File: src/hdl/hepr_pkg.sv
// Shared types, constants and SHA-256 helper functions for the entropy pool.
// No dependencies.
`default_nettype none

package hepr_pkg;

	// input action codes
	localparam logic [1:0] ACT_FEED = 2'd0;
	localparam logic [1:0] ACT_READ = 2'd1;
	localparam logic [1:0] ACT_DRAW = 2'd2;

	localparam int BLOCK_BYTES  = 64;
	localparam int DIGEST_BYTES = 32;
	localparam int FEEDBACK_BYTES = 2;
	localparam int COUNT_W = 61;

	// hash state: word 0 is a, word 7 is h
	typedef logic [7:0][31:0] hstate_t;

	typedef enum logic [2:0] {
		S_IDLE,
		S_LOAD,
		S_ROUND,
		S_ADD,
		S_FEED,
		S_EMIT,
		S_SCAN,
		S_ZERO
	} state_t;

	localparam logic [31:0] ROUND_K [64] = '{
		32'h428a2f98, 32'h71374491, 32'hb5c0fbcf, 32'he9b5dba5,
		32'h3956c25b, 32'h59f111f1, 32'h923f82a4, 32'hab1c5ed5,
		32'hd807aa98, 32'h12835b01, 32'h243185be, 32'h550c7dc3,
		32'h72be5d74, 32'h80deb1fe, 32'h9bdc06a7, 32'hc19bf174,
		32'he49b69c1, 32'hefbe4786, 32'h0fc19dc6, 32'h240ca1cc,
		32'h2de92c6f, 32'h4a7484aa, 32'h5cb0a9dc, 32'h76f988da,
		32'h983e5152, 32'ha831c66d, 32'hb00327c8, 32'hbf597fc7,
		32'hc6e00bf3, 32'hd5a79147, 32'h06ca6351, 32'h14292967,
		32'h27b70a85, 32'h2e1b2138, 32'h4d2c6dfc, 32'h53380d13,
		32'h650a7354, 32'h766a0abb, 32'h81c2c92e, 32'h92722c85,
		32'ha2bfe8a1, 32'ha81a664b, 32'hc24b8b70, 32'hc76c51a3,
		32'hd192e819, 32'hd6990624, 32'hf40e3585, 32'h106aa070,
		32'h19a4c116, 32'h1e376c08, 32'h2748774c, 32'h34b0bcb5,
		32'h391c0cb3, 32'h4ed8aa4a, 32'h5b9cca4f, 32'h682e6ff3,
		32'h748f82ee, 32'h78a5636f, 32'h84c87814, 32'h8cc70208,
		32'h90befffa, 32'ha4506ceb, 32'hbef9a3f7, 32'hc67178f2
	};

	localparam hstate_t INITIAL_H = {
		32'h5be0cd19, 32'h1f83d9ab, 32'h9b05688c, 32'h510e527f,
		32'ha54ff53a, 32'h3c6ef372, 32'hbb67ae85, 32'h6a09e667
	};

	function automatic logic [31:0] rotr(input logic [31:0] x, input int n);
		rotr = (x >> n) | (x << (32 - n));
	endfunction

	// next schedule word from the 16-word window
	function automatic logic [31:0] sched_next(input logic [31:0] w0, input logic [31:0] w1,
			input logic [31:0] w9, input logic [31:0] w14);
		logic [31:0] s0;
		logic [31:0] s1;
		s0 = rotr(w1, 7) ^ rotr(w1, 18) ^ (w1 >> 3);
		s1 = rotr(w14, 17) ^ rotr(w14, 19) ^ (w14 >> 10);
		sched_next = w0 + s0 + w9 + s1;
	endfunction

	// one compression round
	function automatic hstate_t sha_round(input hstate_t v, input logic [31:0] k,
			input logic [31:0] w);
		logic [31:0] t1;
		logic [31:0] t2;
		hstate_t r;
		t1 = v[7] + (rotr(v[4], 6) ^ rotr(v[4], 11) ^ rotr(v[4], 25)) +
			((v[4] & v[5]) ^ (~v[4] & v[6])) + k + w;
		t2 = (rotr(v[0], 2) ^ rotr(v[0], 13) ^ rotr(v[0], 22)) +
			((v[0] & v[1]) ^ (v[0] & v[2]) ^ (v[1] & v[2]));
		r[7] = v[6];
		r[6] = v[5];
		r[5] = v[4];
		r[4] = v[3] + t1;
		r[3] = v[2];
		r[2] = v[1];
		r[1] = v[0];
		r[0] = t1 + t2;
		sha_round = r;
	endfunction

endpackage

`default_nettype wire

File: src/hdl/hepr_ram.sv
// Generic single-write, single-read synchronous RAM with registered read data.
// No dependencies.
`default_nettype none

module hepr_ram #(
	parameter int WIDTH = 8,
	parameter int DEPTH = 64
) (
	input  wire logic                     clk,
	input  wire logic                     we,
	input  wire logic [$clog2(DEPTH)-1:0] waddr,
	input  wire logic [WIDTH-1:0]         wdata,
	input  wire logic [$clog2(DEPTH)-1:0] raddr,
	output logic      [WIDTH-1:0]         rdata
);

	logic [WIDTH-1:0] mem_q [DEPTH];

	// write port and registered read port
	always_ff @(posedge clk) begin
		if (we) begin
			mem_q[waddr] <= wdata;
		end
		rdata <= mem_q[raddr];
	end

endmodule

`default_nettype wire

File: src/hdl/hash_entropy_pool_rng.sv
// SHA-256 entropy pool top level: feed, digest read and bounded draw.
// Depends on hepr_pkg and hepr_ram (64-byte message block memory).
//
// Usage: one input channel (in_valid/in_ready) carries action, data_byte
// and max_value; one output channel (out_valid/out_ready) carries out_byte
// and last. A feed word absorbs one byte and, when it completes a 64-byte
// block, runs a compression (load of the block from the block memory, 64
// rounds at one round a cycle, final add). A read finalizes a copy of the
// pool (one or two compressions), absorbs the first two digest bytes back
// (one more compression if that crosses a block), then emits 32 words, one
// a cycle while the receiver takes them; last marks the 32nd. A draw does
// the same finalize and feedback, then scans the digest one byte a cycle and
// emits one word; a scan with no fitting byte starts another finalize and
// feedback. A draw with zero bound answers 0 with no hashing. The
// compression loop sets the rate: one item is worked on at a time and
// in_ready is high only while idle. A stalled receiver holds the output
// register and the engine waits. Reset loads the SHA-256 initial hash and
// clears the byte count; the block memory is not cleared.
`default_nettype none

module hash_entropy_pool_rng (
	input  wire logic       clk,
	input  wire logic       arst_n,
	input  wire logic       in_valid,
	output logic            in_ready,
	input  wire logic [1:0] action,
	input  wire logic [7:0] data_byte,
	input  wire logic [7:0] max_value,
	output logic            out_valid,
	input  wire logic       out_ready,
	output logic      [7:0] out_byte,
	output logic            last
);

	import hepr_pkg::*;

	state_t state_q, state_d;

	hstate_t chain_q;
	hstate_t fin_q;
	hstate_t v_q;
	hstate_t hsum;
	logic [511:0] wblk_q;
	logic [COUNT_W-1:0] count_q;
	logic [6:0] cnt_q;
	logic tgt_fin_q, fin_blk_q, two_blk_q, ret_feed_q, draw_q;
	logic [1:0] fb_k_q;
	logic [4:0] idx_q;
	logic [7:0] max_q;
	logic out_valid_q, last_q;
	logic [7:0] out_byte_q;

	logic [5:0] pos;
	logic acc, out_free, out_load;
	logic ram_we;
	logic [5:0] ram_waddr;
	logic [7:0] ram_wdata, ram_rdata;
	logic [5:0] ld_j;
	logic [7:0] ld_byte;
	logic [63:0] bit_len;
	logic [31:0] w_new;
	logic [7:0] dig_byte, fb_byte, mask, masked;
	logic hit;

	assign pos      = count_q[5:0];
	assign in_ready = (state_q == S_IDLE);
	assign acc      = in_valid && in_ready;
	assign out_free = !out_valid_q || out_ready;
	assign bit_len  = {count_q, 3'b000};

	// message block memory
	always_comb begin
		ram_we    = 1'b0;
		ram_waddr = pos;
		ram_wdata = data_byte;
		if (acc && action == ACT_FEED) begin
			ram_we = 1'b1;
		end else if (state_q == S_FEED && fb_k_q != 2'(FEEDBACK_BYTES)) begin
			ram_we    = 1'b1;
			ram_wdata = fb_byte;
		end
	end

	hepr_ram #(
		.WIDTH(8),
		.DEPTH(BLOCK_BYTES)
	) u_block_ram (
		.clk   (clk),
		.we    (ram_we),
		.waddr (ram_waddr),
		.wdata (ram_wdata),
		.raddr (cnt_q[5:0]),
		.rdata (ram_rdata)
	);

	// byte that enters the schedule during a block load (padding for finalize)
	assign ld_j = cnt_q[5:0] - 6'd1;
	always_comb begin
		ld_byte = ram_rdata;
		if (tgt_fin_q) begin
			ld_byte = 8'h00;
			if (!fin_blk_q) begin
				if (ld_j < pos) begin
					ld_byte = ram_rdata;
				end else if (ld_j == pos) begin
					ld_byte = 8'h80;
				end else if (!two_blk_q && ld_j >= 6'd56) begin
					ld_byte = bit_len[63 - 8 * ld_j[2:0] -: 8];
				end
			end else if (ld_j >= 6'd56) begin
				ld_byte = bit_len[63 - 8 * ld_j[2:0] -: 8];
			end
		end
	end

	// schedule word and chaining add
	assign w_new = sched_next(wblk_q[511 -: 32], wblk_q[479 -: 32], wblk_q[223 -: 32],
		wblk_q[63 -: 32]);
	always_comb begin
		for (int i = 0; i < 8; i++) begin
			hsum[i] = (tgt_fin_q ? fin_q[i] : chain_q[i]) + v_q[i];
		end
	end

	// digest byte selection and draw compare
	assign dig_byte = fin_q[idx_q[4:2]][31 - 8 * idx_q[1:0] -: 8];
	assign fb_byte  = fb_k_q[0] ? fin_q[0][23:16] : fin_q[0][31:24];
	assign mask     = max_q | (max_q >> 1) | (max_q >> 2) | (max_q >> 3) |
		(max_q >> 4) | (max_q >> 5) | (max_q >> 6) | (max_q >> 7);
	assign masked   = dig_byte & mask;
	assign hit      = masked <= max_q;

	// output register load
	assign out_load = out_free && (state_q == S_EMIT || state_q == S_ZERO ||
		(state_q == S_SCAN && hit));

	// next state
	always_comb begin
		state_d = state_q;
		case (state_q)
			S_IDLE: begin
				if (acc) begin
					case (action)
						ACT_FEED: state_d = (pos == 6'd63) ? S_LOAD : S_IDLE;
						ACT_READ: state_d = S_LOAD;
						ACT_DRAW: state_d = (max_value == 8'd0) ? S_ZERO : S_LOAD;
						default:  state_d = S_IDLE;
					endcase
				end
			end
			S_LOAD: begin
				if (cnt_q == 7'd64) state_d = S_ROUND;
			end
			S_ROUND: begin
				if (cnt_q == 7'd63) state_d = S_ADD;
			end
			S_ADD: begin
				if (!tgt_fin_q) begin
					state_d = ret_feed_q ? S_FEED : S_IDLE;
				end else if (two_blk_q && !fin_blk_q) begin
					state_d = S_LOAD;
				end else begin
					state_d = S_FEED;
				end
			end
			S_FEED: begin
				if (fb_k_q == 2'(FEEDBACK_BYTES)) begin
					state_d = draw_q ? S_SCAN : S_EMIT;
				end else if (pos == 6'd63) begin
					state_d = S_LOAD;
				end
			end
			S_EMIT: begin
				if (out_free && idx_q == 5'(DIGEST_BYTES - 1)) state_d = S_IDLE;
			end
			S_SCAN: begin
				if (hit && out_free) begin
					state_d = S_IDLE;
				end else if (!hit && idx_q == 5'(DIGEST_BYTES - 1)) begin
					state_d = S_LOAD;
				end
			end
			S_ZERO: begin
				if (out_free) state_d = S_IDLE;
			end
			default: state_d = S_IDLE;
		endcase
	end

	always_ff @(posedge clk or negedge arst_n) begin
		if (!arst_n) begin
			state_q <= S_IDLE;
		end else begin
			state_q <= state_d;
		end
	end

	// control and pool state
	always_ff @(posedge clk or negedge arst_n) begin
		if (!arst_n) begin
			chain_q     <= INITIAL_H;
			count_q     <= '0;
			cnt_q       <= '0;
			tgt_fin_q   <= 1'b0;
			fin_blk_q   <= 1'b0;
			two_blk_q   <= 1'b0;
			ret_feed_q  <= 1'b0;
			draw_q      <= 1'b0;
			fb_k_q      <= '0;
			idx_q       <= '0;
			out_valid_q <= 1'b0;
		end else begin
			if (out_load) begin
				out_valid_q <= 1'b1;
			end else if (out_ready) begin
				out_valid_q <= 1'b0;
			end
			case (state_q)
				S_IDLE: begin
					if (acc) begin
						draw_q <= (action == ACT_DRAW);
						cnt_q  <= '0;
						if (action == ACT_FEED) begin
							count_q    <= count_q + 1'b1;
							tgt_fin_q  <= 1'b0;
							ret_feed_q <= 1'b0;
						end else if (action == ACT_READ ||
								(action == ACT_DRAW && max_value != 8'd0)) begin
							tgt_fin_q <= 1'b1;
							fin_blk_q <= 1'b0;
							two_blk_q <= pos > 6'd55;
							fb_k_q    <= '0;
							idx_q     <= '0;
						end
					end
				end
				S_LOAD: begin
					cnt_q <= (cnt_q == 7'd64) ? 7'd0 : cnt_q + 7'd1;
				end
				S_ROUND: begin
					cnt_q <= cnt_q + 7'd1;
				end
				S_ADD: begin
					cnt_q <= '0;
					if (tgt_fin_q) begin
						fin_blk_q <= 1'b1;
					end else begin
						chain_q <= hsum;
					end
				end
				S_FEED: begin
					if (fb_k_q != 2'(FEEDBACK_BYTES)) begin
						count_q <= count_q + 1'b1;
						fb_k_q  <= fb_k_q + 2'd1;
						if (pos == 6'd63) begin
							tgt_fin_q  <= 1'b0;
							ret_feed_q <= 1'b1;
							cnt_q      <= '0;
						end
					end
				end
				S_EMIT: begin
					if (out_free) begin
						idx_q <= idx_q + 5'd1;
					end
				end
				S_SCAN: begin
					if (!hit) begin
						if (idx_q == 5'(DIGEST_BYTES - 1)) begin
							tgt_fin_q <= 1'b1;
							fin_blk_q <= 1'b0;
							two_blk_q <= pos > 6'd55;
							fb_k_q    <= '0;
							idx_q     <= '0;
							cnt_q     <= '0;
						end else begin
							idx_q <= idx_q + 5'd1;
						end
					end
				end
				default: ;
			endcase
		end
	end

	// datapath registers
	always_ff @(posedge clk) begin
		case (state_q)
			S_IDLE: begin
				if (acc) begin
					max_q <= max_value;
					v_q   <= chain_q;
					if (action != ACT_FEED) fin_q <= chain_q;
				end
			end
			S_LOAD: begin
				if (cnt_q != 7'd0) wblk_q <= {wblk_q[503:0], ld_byte};
			end
			S_ROUND: begin
				v_q    <= sha_round(v_q, ROUND_K[cnt_q[5:0]], wblk_q[511 -: 32]);
				wblk_q <= {wblk_q[479:0], w_new};
			end
			S_ADD: begin
				if (tgt_fin_q) fin_q <= hsum;
				v_q <= hsum;
			end
			S_FEED: begin
				v_q <= chain_q;
			end
			S_EMIT: begin
				if (out_free) begin
					out_byte_q <= dig_byte;
					last_q     <= (idx_q == 5'(DIGEST_BYTES - 1));
				end
			end
			S_SCAN: begin
				if (hit && out_free) begin
					out_byte_q <= masked;
					last_q     <= 1'b1;
				end else if (!hit && idx_q == 5'(DIGEST_BYTES - 1)) begin
					fin_q <= chain_q;
					v_q   <= chain_q;
				end
			end
			S_ZERO: begin
				if (out_free) begin
					out_byte_q <= 8'd0;
					last_q     <= 1'b1;
				end
			end
			default: ;
		endcase
	end

	assign out_valid = out_valid_q;
	assign out_byte  = out_byte_q;
	assign last      = last_q;

	// a new output word is only produced by the emitting states
	a_out_src: assert property (@(posedge clk) disable iff (!arst_n)
		$rose(out_valid_q) |-> ($past(state_q) == S_EMIT || $past(state_q) == S_SCAN ||
			$past(state_q) == S_ZERO))
		else $error("output word from a non-emitting state");

	// the block load counter never runs past the block
	a_load_cnt: assert property (@(posedge clk) disable iff (!arst_n)
		(state_q == S_LOAD) |-> (cnt_q <= 7'd64))
		else $error("block load counter overrun");

	// feedback never absorbs more than two digest bytes
	a_fb_cnt: assert property (@(posedge clk) disable iff (!arst_n)
		fb_k_q <= 2'(FEEDBACK_BYTES))
		else $error("feedback count overrun");

	// the byte count only moves when a byte is written to the block memory
	a_count_we: assert property (@(posedge clk) disable iff (!arst_n)
		(count_q != $past(count_q)) |-> $past(ram_we))
		else $error("byte count moved without a block write");

endmodule

`default_nettype wire

File: config.mk
export PLATFORM = sky130hd
export DESIGN_NAME = hash_entropy_pool_rng
export DESIGN_NICKNAME = d
export VERILOG_FILES = /design/src/hdl/hepr_pkg.sv /design/src/hdl/hepr_ram.sv /design/src/hdl/hash_entropy_pool_rng.sv
export SDC_FILE = /design/constraint.sdc
export NUM_CORES = 2
export LEC_CHECK = 0
export ABC_CLOCK_PERIOD_IN_PS = 42600
export BUFFER_PORTS_ARGS = -buffer_cell sky130_fd_sc_hd__buf_2
export CAP_MARGIN = 5
export CORE_AREA = 3 3 393 589
export CTS_BUF_LIST = sky130_fd_sc_hd__clkbuf_16
export DETAILED_ROUTE_END_ITERATION = 7
export DIE_AREA = 0 0 396 592
export GPL_ROUTABILITY_DRIVEN = 0
export PLACE_DENSITY_LB_ADDON = 0.15
export SETUP_SLACK_MARGIN = 0.02
export SLEW_MARGIN = 20
export SYNTH_ARGS = -nofsm -noshare
export SYNTH_HDL_FRONTEND = slang
export SYNTH_HIERARCHICAL = 1
export SYNTH_SLANG_ARGS = --single-unit
File: constraint.sdc
create_clock -name clk -period 42.6 [get_ports clk]
set_input_delay 2.13 -clock clk [delete_from_list [all_inputs] [get_ports clk]]
set_output_delay 2.13 -clock clk [all_outputs]
set_load 0.02 [all_outputs]
==> run_results.csv <==
group,metric,value,unit
synth,synth_area_leader_cell,"edfxtp_1",
timing,period_share,0.285,
synth,synthTopCellsByArea,"edfxtp_1 (41%), nand2_1 (7.9%), ha_1 (4.6%), dfrtp_1 (4.5%), mux4_2 (4.3%)",
clocking,cts-buffers-inserted,196,
worst_setup_path,crit_path_max_incr_delay,0.88,ns
worst_hold_path,hold-path-cell-count,1,
worst_hold_path,hold_class,"reg2reg",
clocking,insertion_delay,0.89,ns
worst_setup_path,reg2reg_depth,36,
clocking,clk_path_buf_depth,4,
timing,setup_viol,0,
synth,yosys_register_bits,1901,
timing,timing_hold_violations_final,0,
worst_setup_path,cpMaxStageDelayCell,"dfrtp_4",
synth,yosysWarningCount,6,
floorplan,num_rows,214,
clocking,post-cts-setup-buffers,0,
worst_setup_path,endpoint_kind,"flip-flop",
synth,ys_types,100,
drt,ant_nets,0,
placed_design,dp_worst_setup_slack,30.72,ns
floorplan,fp.dieH,592,um
cells_and_area,stdcell_count,13682,
drt,drc,18,
synth,synth_edf_count,1553,
floorplan,coreArea,227000,um^2
worst_setup_path,cp.required,43.21,ns
clocking,root_buffer,"clkbuf_16",
worst_setup_path,crit_fanout,39,
cells_and_area,drive_above_1_share,0.109,
worst_setup_path,arrival,12.73,ns
synth,ys.flop_type,"edfxtp_1",
outcome,violations,"DRC",
floorplan,initial_core_util,0.498,
worst_setup_path,rr_endpoint,"v_q[31]",
grt,grt_pass1_wl,535000,um
clocking,cts_sinks,1901,
worst_hold_path,hold_path_end,"count_q[60]",
floorplan,dieArea,234000,um^2
synth,syn_area,113000,um^2
floorplan,pin_count,33,
timing,setup_tns,0,ns
clocking,clk_pin_slew,0.07,ns
timing,drv_slew,0,
timing,worst_slew_pin_slew,1.15,ns
flow_run,drv_cap,0,
grt,grt_usage,0.306,
outcome,status,"finished, violations left",
timing,max_freq,82.5,MHz
worst_hold_path,worstHoldStart,"count_q[60]",
timing,finClkSkew,0.0675,ns
cells_and_area,final_nets,11116,
grt,grt_pass1_vias,82095,
drt,dr.pass1.iters,8,
synth,ys_seq_area_frac,0.491,
synth,syn-num-nets,11389,
placed_design,place_inst,13310,
drt,post_drt_wl_per_cell,26.7,um
timing,rsz0062_at_grt,"no",
timing,fin_ws,30.47,ns
floorplan,fp.dieW,396,um
grt,grt_antenna_before_repair,21,
timing,period_needed,12.13,ns
clocking,cts_htree_levels,4,
synth,synthCells,10759,
worst_setup_path,r2r_start,"cnt_q[0]",
drt,drt_iter0_markers,7537,
clocking,tritoncts,"yes",
clocking,hold_buffers,0,
placed_design,dp.final_hpwl,258000,um
cells_and_area,fin_area,122000,um^2
clocking,post_cts_resized,0,
placed_design,postPlaceCellArea,116000,um^2
drt,via_per_inst,6.06,
grt,grt_start_max_net_pins,250,
timing,slew_headroom,0.225,
drt,drt_wl_total,365000,um
worst_setup_path,critPathKind,"reg2reg",
cells_and_area,syn_to_final_growth,8.01,%
worst_setup_path,reg2reg_setup_slack,30.47,ns
worst_setup_path,critPathLaunchType,"flip-flop",
synth,synth_area_per_cell,10.5,um^2
drt,vias,82933,
placed_design,port_buffers,32,
synth,synth.top_cell.area_share,0.413,
worst_setup_path,critPathLaunch,"cnt_q[0]",
synth,synthArstFlopShare,0.179,
grt,grt_overflow_total,0,
==> stage by stage <==
step / hold WS (ns) / util
3_3_place_gp: 0.459 / 0.510
4_1_cts: 0.469 / 0.537
2_1_floorplan: 0.437 / -
3_5_place_dp: 0.457 / 0.510
5_1_grt: 0.493 / 0.538
6_report: 0.469 / 0.538
==> cells in the mapped netlist (46+ instances only) <==
cell      count
ha_1        413
a21oi_1     522
xor2_1      262
nand2b_1     74
xnor2_1     401
a21o_1      211
dfrtp_1     204
o21bai_1     55
and3_1       76
edfxtp_1   1553
nand2_1    2362
a211o_1      62
fa_1        195
buf_1        51
o21a_1      157
mux2_2      289
clkbuf_1    552
mux2i_1     103
a31oi_1      55
nand3_1     108
mux4_2      218
nor3_1       90
dfstp_2     136
o211ai_1     46
a211oi_1     55
o21ai_0     972
nor2_1      517
inv_1       456
nor2b_1      64
==> final cells by class <==
cell class	count	area, um^2
diodes	18	45.0
clock buffers	201	5030
clock inverters	151	1180
fillers	19759	105000
inverters	459	1730
multi-input cells	7764	53400
flip-flops and latches	1901	55500
well taps	3024	3780
repair buffers	164	1280
==> routing by layer <==
layer,share of wire,up-vias,track usage
met2,0.48,3330,0.507
met4,0.10,12,0.261
met5,0.00023,-,0
met1,0.35,40748,0.344
li1,-,37628,-
met3,0.064,1215,0.0516
==> critical path, delay by kind of cell (launching register included) <==
family	cells	cell delay (ns)
AO/OA/AOI/OAI	14	3.87
adder cells (fa/ha/maj)	7	3.14
buffers and inverters	6	1.56
AND/OR/NAND/NOR	5	1.33
flip-flops	1	0.88
XOR/XNOR	3	0.53
multiplexers	1	0.51
==> placed cells by master (no fill, tap or decap), types with 262 or more instances in the layout <==
cell type  netlist  layout
nor2_1         517     512
nand2_1       2362    2359
edfxtp_1      1553    1553
mux2_2         289     289
inv_1          456     503
ha_1           413     413
a21oi_1        522     512
xor2_1         262     262
o21ai_0        972     972
xnor2_1        401     401
==> cell families after synthesis <==
| group | after synthesis | share of synthesized area |
|---|---|---|
| flip-flops | 1901 | 0.491 |
| multiplexers | 610 | 0.0814 |
| buffers and inverters | 1094 | 0.0377 |
| adder cells (fa/ha/maj) | 613 | 0.0808 |
| AO/OA/AOI/OAI | 2424 | 0.131 |
| XOR/XNOR | 663 | 0.0514 |
| AND/OR/NAND/NOR | 3454 | 0.127 |
==> worst max-delay path by stage <==
stage                end  slack (ns)  depth (start not counted)
5_1_grt          v_q[31]       30.17                         36
4_1_cts          v_q[31]       30.66                         36
3_3_place_gp     v_q[31]       30.81                         36
2_1_floorplan  wblk_q[0]       14.58                          7
6_report         v_q[31]       30.47                         36
3_5_place_dp     v_q[31]       30.72                         36
==> sequential cells by signal, indices dropped and copies added (netlist names), 3 cells and up <==
name,count
chain_q,256
cnt_q,7
count_q,61
fin_q,256
idx_q,5
max_q,8
out_byte,8
state_q,3
u_block_ram/mem_q,512
u_block_ram/rdata,8
v_q,256
wblk_q,512
Power is left out: the tool's default activity adds up to more than one toggle a clock period on the data nets, which glitch-free logic cannot reach.
